`config.mk`:
```
export PLATFORM = sky130hd
export DESIGN_NAME = date_minus_days_top
export DESIGN_NICKNAME = d
export VERILOG_FILES = /design/src/hdl/dmd_pkg.sv /design/src/hdl/dmd_alu.sv /design/src/hdl/date_minus_days_top.sv
export SDC_FILE = /design/constraint.sdc
export NUM_CORES = 1
export LEC_CHECK = 0
export BUFFER_PORTS_ARGS = -buffer_cell sky130_fd_sc_hd__buf_2
export CAP_MARGIN = 25
export CELL_PAD_IN_SITES_DETAIL_PLACEMENT = 0
export CELL_PAD_IN_SITES_GLOBAL_PLACEMENT = 1
export CORE_MARGIN = 8
export CORE_UTILIZATION = 45
export CTS_CLUSTER_DIAMETER = 50
export DETAILED_ROUTE_END_ITERATION = 12
export PLACE_DENSITY_LB_ADDON = 0.1
export SYNTH_ARGS = -nofsm -noshare
export SYNTH_HDL_FRONTEND = slang
export SYNTH_SLANG_ARGS = --single-unit
```
`constraint.sdc`:
```
create_clock -name i_clk -period 8.12 [get_ports i_clk]
set_input_delay 1.218 -clock i_clk [delete_from_list [all_inputs] [get_ports i_clk]]
set_output_delay 1.218 -clock i_clk [all_outputs]
set_load 0.05 [all_outputs]
```
`src/hdl/dmd_pkg.sv`:
```
package dmd_pkg;

    localparam int YEAR_W       = 14;
    localparam int MONTH_W      = 4;
    localparam int DAY_W        = 5;
    localparam int DAYS_BACK_W  = 16;
    localparam int SER_W        = 22;
    localparam int COUNT_BITS_DEF = 16;

    localparam logic [YEAR_W-1:0]  YEAR_MAX   = YEAR_W'(9999);
    localparam logic [MONTH_W-1:0] MONTHS     = MONTH_W'(12);
    localparam logic [MONTH_W-1:0] MONTH_FEB  = MONTH_W'(2);

    localparam logic [SER_W-1:0] DAYS_400Y = SER_W'(146097);
    localparam logic [SER_W-1:0] DAYS_100Y = SER_W'(36524);
    localparam logic [SER_W-1:0] DAYS_4Y   = SER_W'(1461);
    localparam logic [SER_W-1:0] DAYS_1Y   = SER_W'(365);

    typedef enum logic [1:0] {
        LVL_400Y,
        LVL_100Y,
        LVL_4Y,
        LVL_1Y
    } t_lvl;

    typedef enum logic {
        ALU_ADD,
        ALU_SUB
    } t_alu_op;

    function automatic logic [YEAR_W-1:0] lvl_years(input t_lvl lvl);
        logic [YEAR_W-1:0] y;
        unique case (lvl)
            LVL_400Y: y = YEAR_W'(400);
            LVL_100Y: y = YEAR_W'(100);
            LVL_4Y:   y = YEAR_W'(4);
            LVL_1Y:   y = YEAR_W'(1);
            default:  y = YEAR_W'(1);
        endcase
        return y;
    endfunction

    function automatic logic [SER_W-1:0] lvl_days(input t_lvl lvl);
        logic [SER_W-1:0] d;
        unique case (lvl)
            LVL_400Y: d = DAYS_400Y;
            LVL_100Y: d = DAYS_100Y;
            LVL_4Y:   d = DAYS_4Y;
            LVL_1Y:   d = DAYS_1Y;
            default:  d = DAYS_1Y;
        endcase
        return d;
    endfunction

    function automatic logic [DAY_W-1:0] month_days(input logic [MONTH_W-1:0] m,
                                                    input logic leap);
        logic [DAY_W-1:0] d;
        unique case (m)
            4'd4, 4'd6, 4'd9, 4'd11: d = DAY_W'(30);
            MONTH_FEB:               d = leap ? DAY_W'(29) : DAY_W'(28);
            default:                 d = DAY_W'(31);
        endcase
        return d;
    endfunction

endpackage

```
`src/hdl/dmd_alu.sv`:
```
module dmd_alu
    import dmd_pkg::*;
(
    input  t_alu_op          i_op,
    input  logic [SER_W-1:0] i_a,
    input  logic [SER_W-1:0] i_b,
    output logic [SER_W-1:0] o_res,
    output logic             o_borrow
);

    logic [SER_W:0] w;

    always_comb begin
        unique case (i_op)
            ALU_ADD: w = {1'b0, i_a} + {1'b0, i_b};
            ALU_SUB: w = {1'b0, i_a} - {1'b0, i_b};
            default: w = {1'b0, i_a};
        endcase
    end

    assign o_res    = w[SER_W-1:0];
    assign o_borrow = w[SER_W];

endmodule

```
`src/hdl/date_minus_days_top.sv`:
```
// Gregorian date minus a count of days. One transaction at a time: the start
// date is turned into a day number counted from 0001-01-01, the count is
// subtracted, and the day number is turned back into year, month and day,
// all through one shared add/subtract unit that takes one step per cycle
// (a block of 400, 100, 4 or 1 years, or one month). The length of a
// transaction depends on the dates, and o_stall stays high until the
// result has been taken. Out-of-range start fields are clamped to the
// nearest valid date; a result before 0001-01-01 gives 0001-01-01 with
// o_underflow set.
module date_minus_days_top
    import dmd_pkg::*;
#(
    parameter int COUNT_BITS = COUNT_BITS_DEF
) (
    input  logic                   i_clk,
    input  logic                   i_rst_n,
    input  logic                   i_valid,
    output logic                   o_stall,
    input  logic [YEAR_W-1:0]      i_start_year,
    input  logic [MONTH_W-1:0]     i_start_month,
    input  logic [DAY_W-1:0]       i_start_day,
    input  logic [DAYS_BACK_W-1:0] i_days_back,
    output logic                   o_valid,
    input  logic                   i_stall,
    output logic [YEAR_W-1:0]      o_result_year,
    output logic [MONTH_W-1:0]     o_result_month,
    output logic [DAY_W-1:0]       o_result_day,
    output logic                   o_underflow
);

    localparam int UsedBits = (COUNT_BITS < DAYS_BACK_W) ? COUNT_BITS : DAYS_BACK_W;

    typedef enum logic [3:0] {
        S_IDLE,
        S_P_YEAR,
        S_CLAMP,
        S_P_MONTH,
        S_P_DAY,
        S_SUB,
        S_R_YEAR,
        S_R_MONTH,
        S_DONE
    } t_state;

    t_state               r_state;
    t_lvl                 r_lvl;
    logic [YEAR_W-1:0]    r_rem;
    logic [YEAR_W-1:0]    r_ry;
    logic [MONTH_W-1:0]   r_m;
    logic [MONTH_W-1:0]   r_mon;
    logic [DAY_W-1:0]     r_d;
    logic [DAY_W-1:0]     r_rd;
    logic                 r_uf;
    logic [SER_W-1:0]     r_ser;
    logic [UsedBits-1:0]  r_back;
    logic [1:0]           r_q100;
    logic [4:0]           r_q4;
    logic [1:0]           r_q1;

    t_alu_op              alu_op;
    logic [SER_W-1:0]     alu_b;
    logic [SER_W-1:0]     alu_res;
    logic                 alu_borrow;

    logic                 leap;
    logic                 lvl_open;
    logic [DAY_W-1:0]     mlen;
    logic [YEAR_W-1:0]    y_clamp;
    logic [MONTH_W-1:0]   m_clamp;
    logic [DAY_W-1:0]     d_clamp;

    // leap from the year counts inside the 400-year cycle
    assign leap = (r_q1 == 2'd3) && ((r_q4 != 5'd24) || (r_q100 == 2'd3));

    assign lvl_open = (r_lvl == LVL_400Y) || (r_lvl == LVL_4Y)
                   || ((r_lvl == LVL_100Y) && (r_q100 != 2'd3))
                   || ((r_lvl == LVL_1Y) && (r_q1 != 2'd3));

    assign mlen = month_days(r_m, leap);

    always_comb begin
        if (i_start_year == '0) begin
            y_clamp = YEAR_W'(1);
        end else if (i_start_year > YEAR_MAX) begin
            y_clamp = YEAR_MAX;
        end else begin
            y_clamp = i_start_year;
        end
        if (i_start_month == '0) begin
            m_clamp = MONTH_W'(1);
        end else if (i_start_month > MONTHS) begin
            m_clamp = MONTHS;
        end else begin
            m_clamp = i_start_month;
        end
        d_clamp = (i_start_day == '0) ? DAY_W'(1) : i_start_day;
    end

    always_comb begin
        alu_op = ALU_ADD;
        alu_b  = '0;
        unique case (r_state)
            S_P_YEAR: begin
                alu_op = ALU_ADD;
                alu_b  = lvl_days(r_lvl);
            end
            S_P_MONTH: begin
                alu_op = ALU_ADD;
                alu_b  = SER_W'(month_days(r_mon, leap));
            end
            S_P_DAY: begin
                alu_op = ALU_ADD;
                alu_b  = SER_W'(r_d - DAY_W'(1));
            end
            S_SUB: begin
                alu_op = ALU_SUB;
                alu_b  = SER_W'(r_back);
            end
            S_R_YEAR: begin
                alu_op = ALU_SUB;
                alu_b  = lvl_days(r_lvl);
            end
            S_R_MONTH: begin
                alu_op = ALU_SUB;
                alu_b  = SER_W'(month_days(r_mon, leap));
            end
            default: begin
                alu_op = ALU_ADD;
                alu_b  = '0;
            end
        endcase
    end

    dmd_alu u_alu (
        .i_op     (alu_op),
        .i_a      (r_ser),
        .i_b      (alu_b),
        .o_res    (alu_res),
        .o_borrow (alu_borrow)
    );

    always_ff @(posedge i_clk) begin
        if (!i_rst_n) begin
            r_state <= S_IDLE;
        end else begin
            unique case (r_state)
                S_IDLE: begin
                    if (i_valid) begin
                        r_rem   <= y_clamp - YEAR_W'(1);
                        r_m     <= m_clamp;
                        r_d     <= d_clamp;
                        r_back  <= i_days_back[UsedBits-1:0];
                        r_ser   <= '0;
                        r_lvl   <= LVL_400Y;
                        r_q100  <= '0;
                        r_q4    <= '0;
                        r_q1    <= '0;
                        r_state <= S_P_YEAR;
                    end
                end
                S_P_YEAR: begin
                    if (r_rem >= lvl_years(r_lvl)) begin
                        r_rem <= r_rem - lvl_years(r_lvl);
                        r_ser <= alu_res;
                        unique case (r_lvl)
                            LVL_100Y: r_q100 <= r_q100 + 2'd1;
                            LVL_4Y:   r_q4   <= r_q4 + 5'd1;
                            LVL_1Y:   r_q1   <= r_q1 + 2'd1;
                            default: ;
                        endcase
                    end else if (r_lvl == LVL_1Y) begin
                        r_state <= S_CLAMP;
                    end else begin
                        r_lvl <= t_lvl'(r_lvl + 2'd1);
                    end
                end
                S_CLAMP: begin
                    if (r_d > mlen) begin
                        r_d <= mlen;
                    end
                    r_mon   <= MONTH_W'(1);
                    r_state <= S_P_MONTH;
                end
                S_P_MONTH: begin
                    if (r_mon < r_m) begin
                        r_ser <= alu_res;
                        r_mon <= r_mon + MONTH_W'(1);
                    end else begin
                        r_state <= S_P_DAY;
                    end
                end
                S_P_DAY: begin
                    r_ser   <= alu_res;
                    r_state <= S_SUB;
                end
                S_SUB: begin
                    r_ry <= YEAR_W'(1);
                    if (alu_borrow) begin
                        r_mon   <= MONTH_W'(1);
                        r_rd    <= DAY_W'(1);
                        r_uf    <= 1'b1;
                        r_state <= S_DONE;
                    end else begin
                        r_ser   <= alu_res;
                        r_uf    <= 1'b0;
                        r_lvl   <= LVL_400Y;
                        r_q100  <= '0;
                        r_q4    <= '0;
                        r_q1    <= '0;
                        r_state <= S_R_YEAR;
                    end
                end
                S_R_YEAR: begin
                    if (!alu_borrow && lvl_open) begin
                        r_ser <= alu_res;
                        r_ry  <= r_ry + lvl_years(r_lvl);
                        unique case (r_lvl)
                            LVL_100Y: r_q100 <= r_q100 + 2'd1;
                            LVL_4Y:   r_q4   <= r_q4 + 5'd1;
                            LVL_1Y:   r_q1   <= r_q1 + 2'd1;
                            default: ;
                        endcase
                    end else if (r_lvl == LVL_1Y) begin
                        r_mon   <= MONTH_W'(1);
                        r_state <= S_R_MONTH;
                    end else begin
                        r_lvl <= t_lvl'(r_lvl + 2'd1);
                    end
                end
                S_R_MONTH: begin
                    if ((r_mon < MONTHS) && !alu_borrow) begin
                        r_ser <= alu_res;
                        r_mon <= r_mon + MONTH_W'(1);
                    end else begin
                        r_rd    <= r_ser[DAY_W-1:0] + DAY_W'(1);
                        r_state <= S_DONE;
                    end
                end
                S_DONE: begin
                    if (!i_stall) begin
                        r_state <= S_IDLE;
                    end
                end
                default: begin
                    r_state <= S_IDLE;
                end
            endcase
        end
    end

    assign o_stall        = (r_state != S_IDLE);
    assign o_valid        = (r_state == S_DONE);
    assign o_result_year  = r_ry;
    assign o_result_month = r_mon;
    assign o_result_day   = r_rd;
    assign o_underflow    = r_uf;

endmodule

```
==> results of run 1 <==
-- through the flow --
step	util [%]	total power [W]	instances	cell area, sq um	worst slack (ns)
2_1_floorplan	-	0.002730	758	7341	0.9005
3_3_place_gp	49.60	0.003205	1021	7908	1.881
3_5_place_dp	49.60	0.003245	1021	7908	1.694
4_1_cts	51.54	0.003731	1037	8217	1.672
5_1_grt	51.54	0.004041	1037	8217	1.188
6_report	51.54	0.003740	1037	8217	1.619
-- power groups by stage --
stage / sequential [W] / combinational (W) / clock, W
2_1_floorplan: 0.000853 / 0.00188 / 0
3_3_place_gp: 0.000890 / 0.00232 / 0
3_5_place_dp: 0.000895 / 0.00235 / 0
4_1_cts: 0.000885 / 0.00238 / 0.000471
5_1_grt: 0.000902 / 0.00265 / 0.000486
6_report: 0.000887 / 0.00239 / 0.000461
-- kinds of logic after synthesis --
kind of cell	share of synthesized area, %
simple gates	18.25
compound gates	17.33
flops	40.36
xor+xnor	8.215
buf+inv	3.579
fa+ha+maj	11.01
mux	1.244
-- worst paths after layout --
path,startpoint,to,slack (ns),cells after the start
setup / recovery,r_state[3],r_ser[7],1.62,16
hold / removal,r_q100[1],r_q100[1],0.61,2
setup reg to reg,r_state[3],r_ser[7],1.62,16
hold reg to reg,r_q100[1],r_q100[1],0.61,2
-- flip-flops by register name (all words and copies together) (netlist names), 5 cells and up --
signal,count
o_result_year,14
r_back,16
r_q4,5
o_result_day,5
r_ser,22
r_rem,14
r_d,5
-- cell usage after synthesis, types with 7 or more instances --
| cell type | n |
|---|---|
| o21ai_0 | 37 |
| nand2b_1 | 13 |
| ha_1 | 63 |
| mux2i_1 | 8 |
| nor2_1 | 88 |
| a21o_1 | 15 |
| clkbuf_1 | 23 |
| and2_1 | 7 |
| o22ai_1 | 9 |
| o211ai_1 | 7 |
| nor4_1 | 9 |
| xnor2_1 | 36 |
| xor2_1 | 31 |
| inv_1 | 33 |
| edfxtp_1 | 96 |
| a21oi_1 | 45 |
| nand2_1 | 56 |
| nor2b_1 | 9 |
| nor3_1 | 20 |
| or2_2 | 9 |
| nand3_1 | 16 |
| o21a_1 | 11 |
-- layer usage --
layer  wire [um]  up-vias
met4         514        0
met1        8874     2848
met2        8521      173
met3         879       32
met5           0        -
li1            -     2909
-- critical path, stage by stage, from the launching register on --
cell	delay, ns
dfxtp_1	0.97
nor2b_1	0.27
nand3_1	0.56
nand2_1	0.25
a21oi_1	0.33
and3_1	0.27
a31oi_2	0.26
xor2_1	0.26
ha_1	0.37
and2_1	0.18
o41ai_1	0.45
o211ai_1	0.30
a31oi_2	0.51
xor2_2	0.20
nand2b_1	0.23
a2111oi_2	0.38
buf_4	0.39
-- area by class of cell --
cell class,count,area share [%]
repair buffers,78,5.056
inverters,33,1.508
clock inverters,5,0.9289
well taps,216,3.289
clock buffers,11,2.832
flip-flops and latches,100,36.06
multi-input cells,594,50.33
==> impl_metrics.csv, run 1 <==
group,metric,value,unit
status,status,"finished, final reports clean",
clock_tree,cts_root_buf,"clkbuf_16",
sta,rsz0062_at_grt,"false",
setup_path,cp.arrival,6.52,ns
sta,finClkSkew,0.007474,ns
global_route,first_global_vias,5864,
global_route,gr-usage-met2,29.39,%
final_layout,fill_cells,1505,
sta,hold_viol,0,
yosys,syn_inst,758,
power,p_leak,3.277,nW
floorplan,die_h,143.7,um
clock_tree,clkSinkCount,100,
routing,first_pass_iters,5,
routing,wl_per_cell,18.12,um
power,ir_drop,0.3213,mV
placement,place.gp.congestion,0.9134,
worst_hold_path,min_path_type,"flip-flop to flip-flop",
floorplan,initial_core_util,46.04,%
clock_tree,postCtsSetupRepairBufs,0,
sta,slew_violations,0,
sta,fin_crit_sh,80.06,%
floorplan,ioPinCount,69,
run,drv_cap,0,
yosys,ys_types,73,
floorplan,fp-row-count,46,
power,seq_power_share,23.7,%
yosys,synth-seq-cells,100,
sta,fmax,153.8,MHz
yosys,yosysSeqAreaShare,40.36,%
sta,hold_slack,0.6120,ns
yosys,synth_area_leaders,"edfxtp_1 39%, ha_1 11%, nor2_1 4.5%, xnor2_1 4.3%, xor2_1 3.7%",
global_route,busiest_layer,"met2",
final_layout,multiInputGateArea,4135,sq um
final_layout,syn_to_final_growth,11.93,%
clock_tree,clockBufferDepth,2,
clock_tree,numCtsBuffers,9,
clock_tree,path_clk_slew,0.07,ns
sta,min_period,6.501,ns
yosys,synth_top_area_share,39.27,%
floorplan,coreArea,15940,sq um
final_layout,final_common_cell,"edfxtp_1",
setup_path,cp-end-kind,"flip-flop",
routing,vias,5962,
yosys,syn_avg_cell_area,9.684,sq um
placement,port_buffers,68,
global_route,met1_usage,24.67,%
sta,worst_pin_slew,0.9888,ns
power,power.internal,0.002030,W
sta,setup_viol,0,
global_route,grt_pass1_wl,30.17,mm
routing,routed_wl,18.79,mm
setup_path,crit_fanout,28,
power,cellPowerDensity,455.1,nW/um^2
global_route,grt_overflow,0,
global_route,grt_max_degree,29,
yosys,ys.flop_type,"edfxtp_1",
routing,remaining_drc_errors,0,
power,switchingPower,0.001709,W
final_layout,mostFrequentLayoutCells,"96 x edfxtp_1, 87 x nor2_1, 68 x buf_2",
final_layout,seq_area,2963,sq um
final_layout,nets,923,
yosys,synth_top_area_cell,"edfxtp_1",
clock_tree,cts_tree,"built",
global_route,grt.met3_usage,2.555,%
routing,drtAntennaViolNets,0,
sta,relSlewSlack,33.99,%
routing,drt-initial-drc-count,407,
sta,tns,0,ns
yosys,synth_enable_flop_cells,96,
power,clockPowerShare,12.3,%
clock_tree,insertion_delay,0.35,ns
yosys,synth_area,7341,sq um
placement,dp_hpwl,14.23,mm
routing,routed_via_density,5.749,
clock_tree,cts_hold_buf,0,
final_layout,diodes,0,
global_route,grt_usage,18.48,%
global_route,antenna_found_initial,0,
floorplan,die_w,143.7,um
yosys,synth_fp_nets,865,
power,p_sw_share,45.71,%
final_layout,final_layout_size_suffix_gt1_share,14.37,%
setup_path,path_class,"flip-flop to flip-flop",
setup_path,worstPathRequired,8.14,ns
clock_tree,h-tree-depth,3,
yosys,synthArstFlopShare,0,%
yosys,ys_warn_count,0,
setup_path,start_kind,"flip-flop",
clock_tree,cts_resized,0,
power,pwr-share-comb,64.0,%
floorplan,dieArea,20660,sq um
Power figures use the tool's default switching activity.
==> run 2, diff against run 1 <==
CORE_UTILIZATION = 43   (was 45)
clock period = 5.3 ns   (was 8.12 ns; I/O delays follow)
==> run 2 against run 1 <==
  * Via count up 2.5%
  * Clock power up 44%
  * Combinational power up 79%
  * Die area up 4.1%
  * Hold slack worse by 0.0023 ns
  * Utilization up 0.95 points
  * Clock skew down 0.0011 ns
  * Global-route usage down 0.45 points
  * Power up 68%
  * Sequential share of layout area down 2.1 points
  * Final area up 6.3%
  * First-iteration DRC count up 17%
==> impl_metrics.csv, run 2 (synthesis gave the netlist of run 1 again) <==
group,metric,value,unit
power,p_leak,3.575,nW
floorplan,fp-row-count,47,
clock_tree,cts_hold_buf,0,
power,cellPowerDensity,717.9,nW/um^2
routing,wl_per_cell,17.57,um
worst_hold_path,min_to,"r_q1[1]",
power,ir_drop,0.6268,mV
setup_path,crit_slowest_cell,"or4b_4",
sta,slew_violations,0,
placement,pre_cts_ws,0.1354,ns
floorplan,die_w,146.7,um
setup_path,path_class,"flip-flop to flip-flop",
placement,port_buffers,68,
sta,finClkSkew,0.006408,ns
sta,min_period,5.140,ns
final_layout,top_regs,"r_ser: 22 flops, r_back: 16 flops",
clock_tree,cts_root_buf,"clkbuf_16",
setup_path,r2r-end,"r_ser[21]",
power,power.internal,0.003503,W
setup_path,cp-end-kind,"flip-flop",
final_layout,largest_reg_flops,22,
floorplan,ioPinCount,69,
setup_path,crit_top_cell,"buf_4",
routing,drt-initial-drc-count,476,
final_layout,final_layout_size_suffix_gt1_share,20.84,%
sta,tns,0,ns
clock_tree,cts_tree,"built",
global_route,antenna_found_initial,0,
clock_tree,insertion_delay,0.35,ns
final_layout,diodes,0,
global_route,grt_overflow,0,
floorplan,dieArea,21510,sq um
status,status,"finished, final reports clean",
placement,dp_hpwl,14.88,mm
power,p_sw_share,44.14,%
routing,first_pass_iters,5,
clock_tree,numCtsBuffers,9,
routing,remaining_drc_errors,0,
floorplan,initial_core_util,44.11,%
placement,place.gp.congestion,0.8832,
clock_tree,clockBufferDepth,2,
sta,hold_viol,0,
clock_tree,h-tree-depth,3,
run,drv_cap,0,
setup_path,path_cells,"or4b_4 > or4_4 > o2111ai_2 > nor4_4 > buf_4 > a31oi_4 > buf_4 > mux2i_1 > ha_1 > buf_4 > a21oi_2 > nor3_1 > a22oi_1 > o211ai_1 > a31oi_4 > xor2_2 > nand2b_4 > a2111oi_4 > buf_4 > clkbuf_16",
final_layout,top_register,"r_ser",
power,pwr-share-comb,68.3,%
routing,vias,6111,
setup_path,reg2reg_depth,20,
power,switchingPower,0.002768,W
setup_path,cp.arrival,5.21,ns
clock_tree,clkSinkCount,100,
final_layout,post-route-util,52.48,%
global_route,grt_max_degree,23,
final_layout,fill_cells,1524,
final_layout,final_common_cell,"edfxtp_1",
sta,relSlewSlack,62.40,%
setup_path,reg2reg_slack,0.16,ns
power,clockPowerShare,10.6,%
setup_path,reg2reg_from,"r_state[2]",
final_layout,mostFrequentLayoutCells,"96 x edfxtp_1, 87 x nor2_1, 68 x buf_2",
routing,routed_wl,19.29,mm
routing,drtAntennaViolNets,0,
sta,setup_viol,0,
sta,fin_crit_sh,96.99,%
setup_path,worstPathRequired,5.37,ns
final_layout,nets,980,
worst_hold_path,min_path_type,"flip-flop to flip-flop",
power,seq_power_share,21.1,%
sta,fmax,194.5,MHz
clock_tree,path_clk_slew,0.07,ns
setup_path,crit_fanout,11,
global_route,grt_usage,18.03,%
floorplan,die_h,146.7,um
sta,worst_pin_slew,0.5588,ns
floorplan,coreArea,16640,sq um
global_route,first_global_vias,6156,
setup_path,critPathMaxStageDelay,0.55,ns
global_route,grt_pass1_wl,31.43,mm
routing,routed_via_density,5.566,
setup_path,start_kind,"flip-flop",
worst_hold_path,hold_start,"r_q1[1]",
sta,fin_ws,0.1596,ns
worst_hold_path,hold_depth,2,
final_layout,syn_to_final_growth,18.99,%
-- run 2: power groups by stage --
stage | Sequential, W | Combinational, W | Clock (W)
floorplan | 0.00130 | 0.00292 | 0
global placement | 0.00133 | 0.00408 | 0
detailed placement | 0.00134 | 0.00412 | 0
CTS | 0.00132 | 0.00417 | 0.000686
global route | 0.00135 | 0.00473 | 0.000714
finish | 0.00132 | 0.00428 | 0.000666
-- run 2: layout make-up --
cell class,instances,area (sq um),area share [%]
well taps,220,275.3,3.151
clock buffers,10,229.0,2.621
multi-input cells,594,4190,47.97
flip-flops and latches,100,2965,33.95
repair buffers,135,885.9,10.14
clock inverters,6,65.06,0.7449
inverters,33,123.9,1.418
-- run 2: metal layers --
layer / track usage (%) / wire length [um] / up-vias
met1: 23.70 / 9153 / 2920
li1: - / - / 3025
met2: 28.89 / 8861 / 143
met3: 3.585 / 857 / 23
met5: 0 / 0 / -
met4: 6.234 / 415 / 0
-- run 2: how the worst max path moves through the flow --
stage | to | cells after the start | slack [ns] | startpoint
after floorplan | r_ser[0] | 17 | 0.003 | r_state[3]
after global placement | r_ser[13] | 18 | 0.22 | r_state[3]
after detailed placement | r_ser[13] | 19 | 0.14 | r_lvl[1]
after CTS | r_ser[3] | 19 | 0.12 | r_lvl[1]
after global routing | r_ser[21] | 23 | -0.02 | r_q4[0]
final | r_ser[21] | 20 | 0.16 | r_state[2]
-- run 2: through the flow --
step                area, sq um  instances  hold WS, ns  power, W
global route               8735       1098       0.5996  0.006793
global placement           8357       1077       0.5823  0.005418
detailed placement         8357       1077       0.5938  0.005461
floorplan                  7375        758       0.5634  0.004225
finish                     8735       1098       0.6097  0.006271
CTS                        8651       1093       0.5981  0.006178
-- run 2: repair_timing --
action                                  in CTS  in global routing
endpoints found under the setup margin       0                 56
setup buffers                                0                  4
gates resized for setup                      0                  8
endpoints found under the hold margin        0                  0
-- run 2: worst max-delay path, delay by kind of cell, from the launching register on --
kind            cells  cell delay [ns]
compound gates      7             1.52
xor+xnor            1             0.13
fa+ha+maj           1             0.28
buf+inv             5             0.90
flops               1             0.44
mux                 1             0.21
simple gates        5             1.39
==> run 3, diff against run 2 <==
CORE_UTILIZATION = 45   (was 43)
clock period = 4.73 ns   (was 5.3 ns; I/O delays follow)
==> run 3 against run 2 <==
  * The run now ends with setup timing left
  * Clock power grew 16%
  * Die area shrank 4.0%
  * Via count grew 7.2%
  * Hold slack lost 0.091 ns
  * Sequential power grew 12%
  * Worst setup slack lost 0.46 ns
  * Clock skew grew 0.0024 ns
  * Routed wire length grew 8.7%
  * Register-to-register slack lost 0.46 ns
  * Fmax grew 2.3%
  * Largest power group unchanged
  * Highest routed layer unchanged
==> impl_metrics.csv, run 3 (synthesis gave the netlist of run 1 again) <==
group,metric,value,unit
final_layout,syn_to_final_growth,35.13,%
global_route,grt_usage,20.48,%
sta,relSlewSlack,54.69,%
worst_hold_path,hold_start,"i_days_back[9]",
floorplan,fp-row-count,46,
setup_path,r2r-end,"r_ser[21]",
final_layout,largest_reg_flops,22,
clock_tree,clockBufferDepth,2,
setup_path,reg2reg_depth,20,
final_layout,fill_cells,1363,
placement,place.gp.congestion,0.9025,
status,status,"finished with violations",
floorplan,ioPinCount,69,
final_layout,finalNonFillerCells,1194,
placement,place_inst,1161,
clock_tree,path_clk_slew,0.07,ns
routing,drt-initial-drc-count,474,
routing,routed_via_density,5.488,
final_layout,seq_area,2963,sq um
global_route,antenna_found_initial,0,
routing,drtAntennaViolNets,0,
sta,min_period,5.027,ns
sta,hold_slack,0.5186,ns
clock_tree,numCtsBuffers,9,
sta,hold_viol,0,
setup_path,crit_fanout,5,
sta,fin_ws,-0.2970,ns
setup_path,cp.arrival,5.11,ns
clock_tree,cts_tree,"built",
routing,wl_per_cell,17.56,um
power,p_leak,4.156,nW
floorplan,dieArea,20660,sq um
sta,fin_crit_sh,106.3,%
worst_hold_path,hold_depth,1,
clock_tree,h-tree-depth,3,
global_route,grt_max_degree,22,
routing,routed_wl,20.97,mm
global_route,grt_pass1_wl,33.29,mm
setup_path,critPathMaxStageDelay,0.44,ns
final_layout,top_regs,"r_ser: 22 flops, r_back: 16 flops",
global_route,grt_overflow,0,
final_layout,final_common_cell,"buf_4",
power,cellPowerDensity,852.8,nW/um^2
routing,first_pass_iters,5,
floorplan,die_w,143.7,um
final_layout,nets,1080,
final_layout,multiInputGateArea,4551,sq um
final_layout,diodes,0,
routing,vias,6553,
placement,port_buffers,68,
setup_path,reg2reg_slack,-0.30,ns
floorplan,initial_core_util,46.04,%
status,violations,"setup timing",
setup_path,reg2reg_from,"r_lvl[0]",
sta,setup_viol,56,
setup_path,path_cells,"inv_2 > ha_4 > mux2_4 > a2bb2oi_4 > o2111ai_4 > nor4_4 > buf_4 > a41oi_4 > xor2_1 > ha_1 > and2_4 > o311a_1 > o41ai_4 > o211ai_1 > a31oi_2 > xor2_2 > nand2b_4 > a2111oi_4 > buf_6 > clkbuf_16",
run,drv_cap,0,
setup_path,cp-end-kind,"flip-flop",
clock_tree,clkSinkCount,100,
setup_path,start_kind,"flip-flop",
sta,rsz0062_at_grt,"true",
global_route,first_global_vias,6651,
worst_hold_path,min_path_type,"input port to flip-flop",
power,ir_drop,0.6921,mV
floorplan,die_h,143.7,um
setup_path,path_class,"flip-flop to flip-flop",
final_layout,final_layout_size_suffix_gt1_share,33.23,%
floorplan,coreArea,15940,sq um
sta,slew_violations,0,
final_layout,mostFrequentLayoutCells,"153 x buf_4, 96 x edfxtp_1, 86 x nor2_1",
routing,remaining_drc_errors,0,
placement,pre_cts_ws,-0.2586,ns
setup_path,worstPathRequired,4.81,ns
clock_tree,insertion_delay,0.36,ns
sta,fmax,198.9,MHz
clock_tree,cts_hold_buf,0,
sta,finClkSkew,0.008782,ns
clock_tree,cts_root_buf,"clkbuf_16",
worst_hold_path,min_to,"r_back[9]",
final_layout,top_register,"r_ser",
setup_path,crit_slowest_cell,"edfxtp_1",
sta,worst_pin_slew,0.6725,ns
placement,dp_hpwl,16.00,mm
==> run 3: changes by cell type in the layout (fill, tap and decap cells not counted), sizes merged <==
cell and delta:
buf +100, clkinv -2, clkinvlp +2, clkbuf -1
inv +1
==> run 3: how the worst max path moves through the flow <==
stage,startpoint,endpoint,slack [ns],depth (start not counted)
after floorplan,r_state[3],r_ser[0],-0.50,17
final,r_lvl[0],r_ser[21],-0.30,20
after CTS,r_d[1],r_ser[13],-0.18,21
after global routing,r_lvl[0],r_ser[0],-0.45,20
after global placement,r_back[14],r_lvl[0],-0.20,18
after detailed placement,r_d[0],r_lvl[0],-0.26,20
==> run 3: timing repair <==
action,4_1_cts,5_1_grt
pin swaps,15,22
endpoints found under the hold margin,0,0
resized for setup,40,38
cloned,3,1
setup endpoints to repair,61,63
buffers inserted,10,8
==> run 3: critical path: cells and delay by family, from the launching register on <==
kind	cells	cell delay [ns]
AOI/OAI and AO/OA	8	1.77
buffers and inverters	4	0.71
xor gates and xnor gates	2	0.33
adders and majority gates	2	0.43
and+or+nand+nor	3	0.76
muxes	1	0.28
DFF	1	0.44
==> run 3: power by group <==
part | leakage, nW | total [W] | switching (W) | internal, W
clock | 0.137 | 0.000770 | 0.000356 | 0.000413
sequential | 0.972 | 0.00148 | 0.000146 | 0.00133
combinational | 3.05 | 0.00621 | 0.00309 | 0.00312
==> run 3: final cells by class <==
type                    instances  share of cell area (%)
clock buffers                   9                   2.270
flip-flops and latches        100                   29.87
multi-input cells             594                   45.88
inverters                      33                   1.249
clock inverters                 7                  0.7694
well taps                     216                   2.725
repair buffers                235                   17.24
==> run 3: layer usage <==
layer / GRT usage, % / up-vias / routed length [um]
met5: 0 / - / 0
met4: 8.246 / 0 / 508
met3: 3.285 / 35 / 866
met2: 33.63 / 162 / 9908
met1: 26.37 / 3124 / 9682
li1: - / 3232 / -
==> run 3: per-stage QoR <==
| stage | util (%) | area [sq um] | TNS [ns] | total power, W |
|---|---|---|---|---|
| 3_5_place_dp | 56.77 | 9051 | -8.903 | 0.006771 |
| 2_1_floorplan | - | 7413 | -14.47 | 0.004770 |
| 4_1_cts | 60.52 | 9649 | -5.925 | 0.008014 |
| 6_report | 62.22 | 9920 | -10.66 | 0.008459 |
| 5_1_grt | 62.22 | 9920 | -20.46 | 0.009089 |
| 3_3_place_gp | 56.77 | 9051 | -6.839 | 0.006662 |
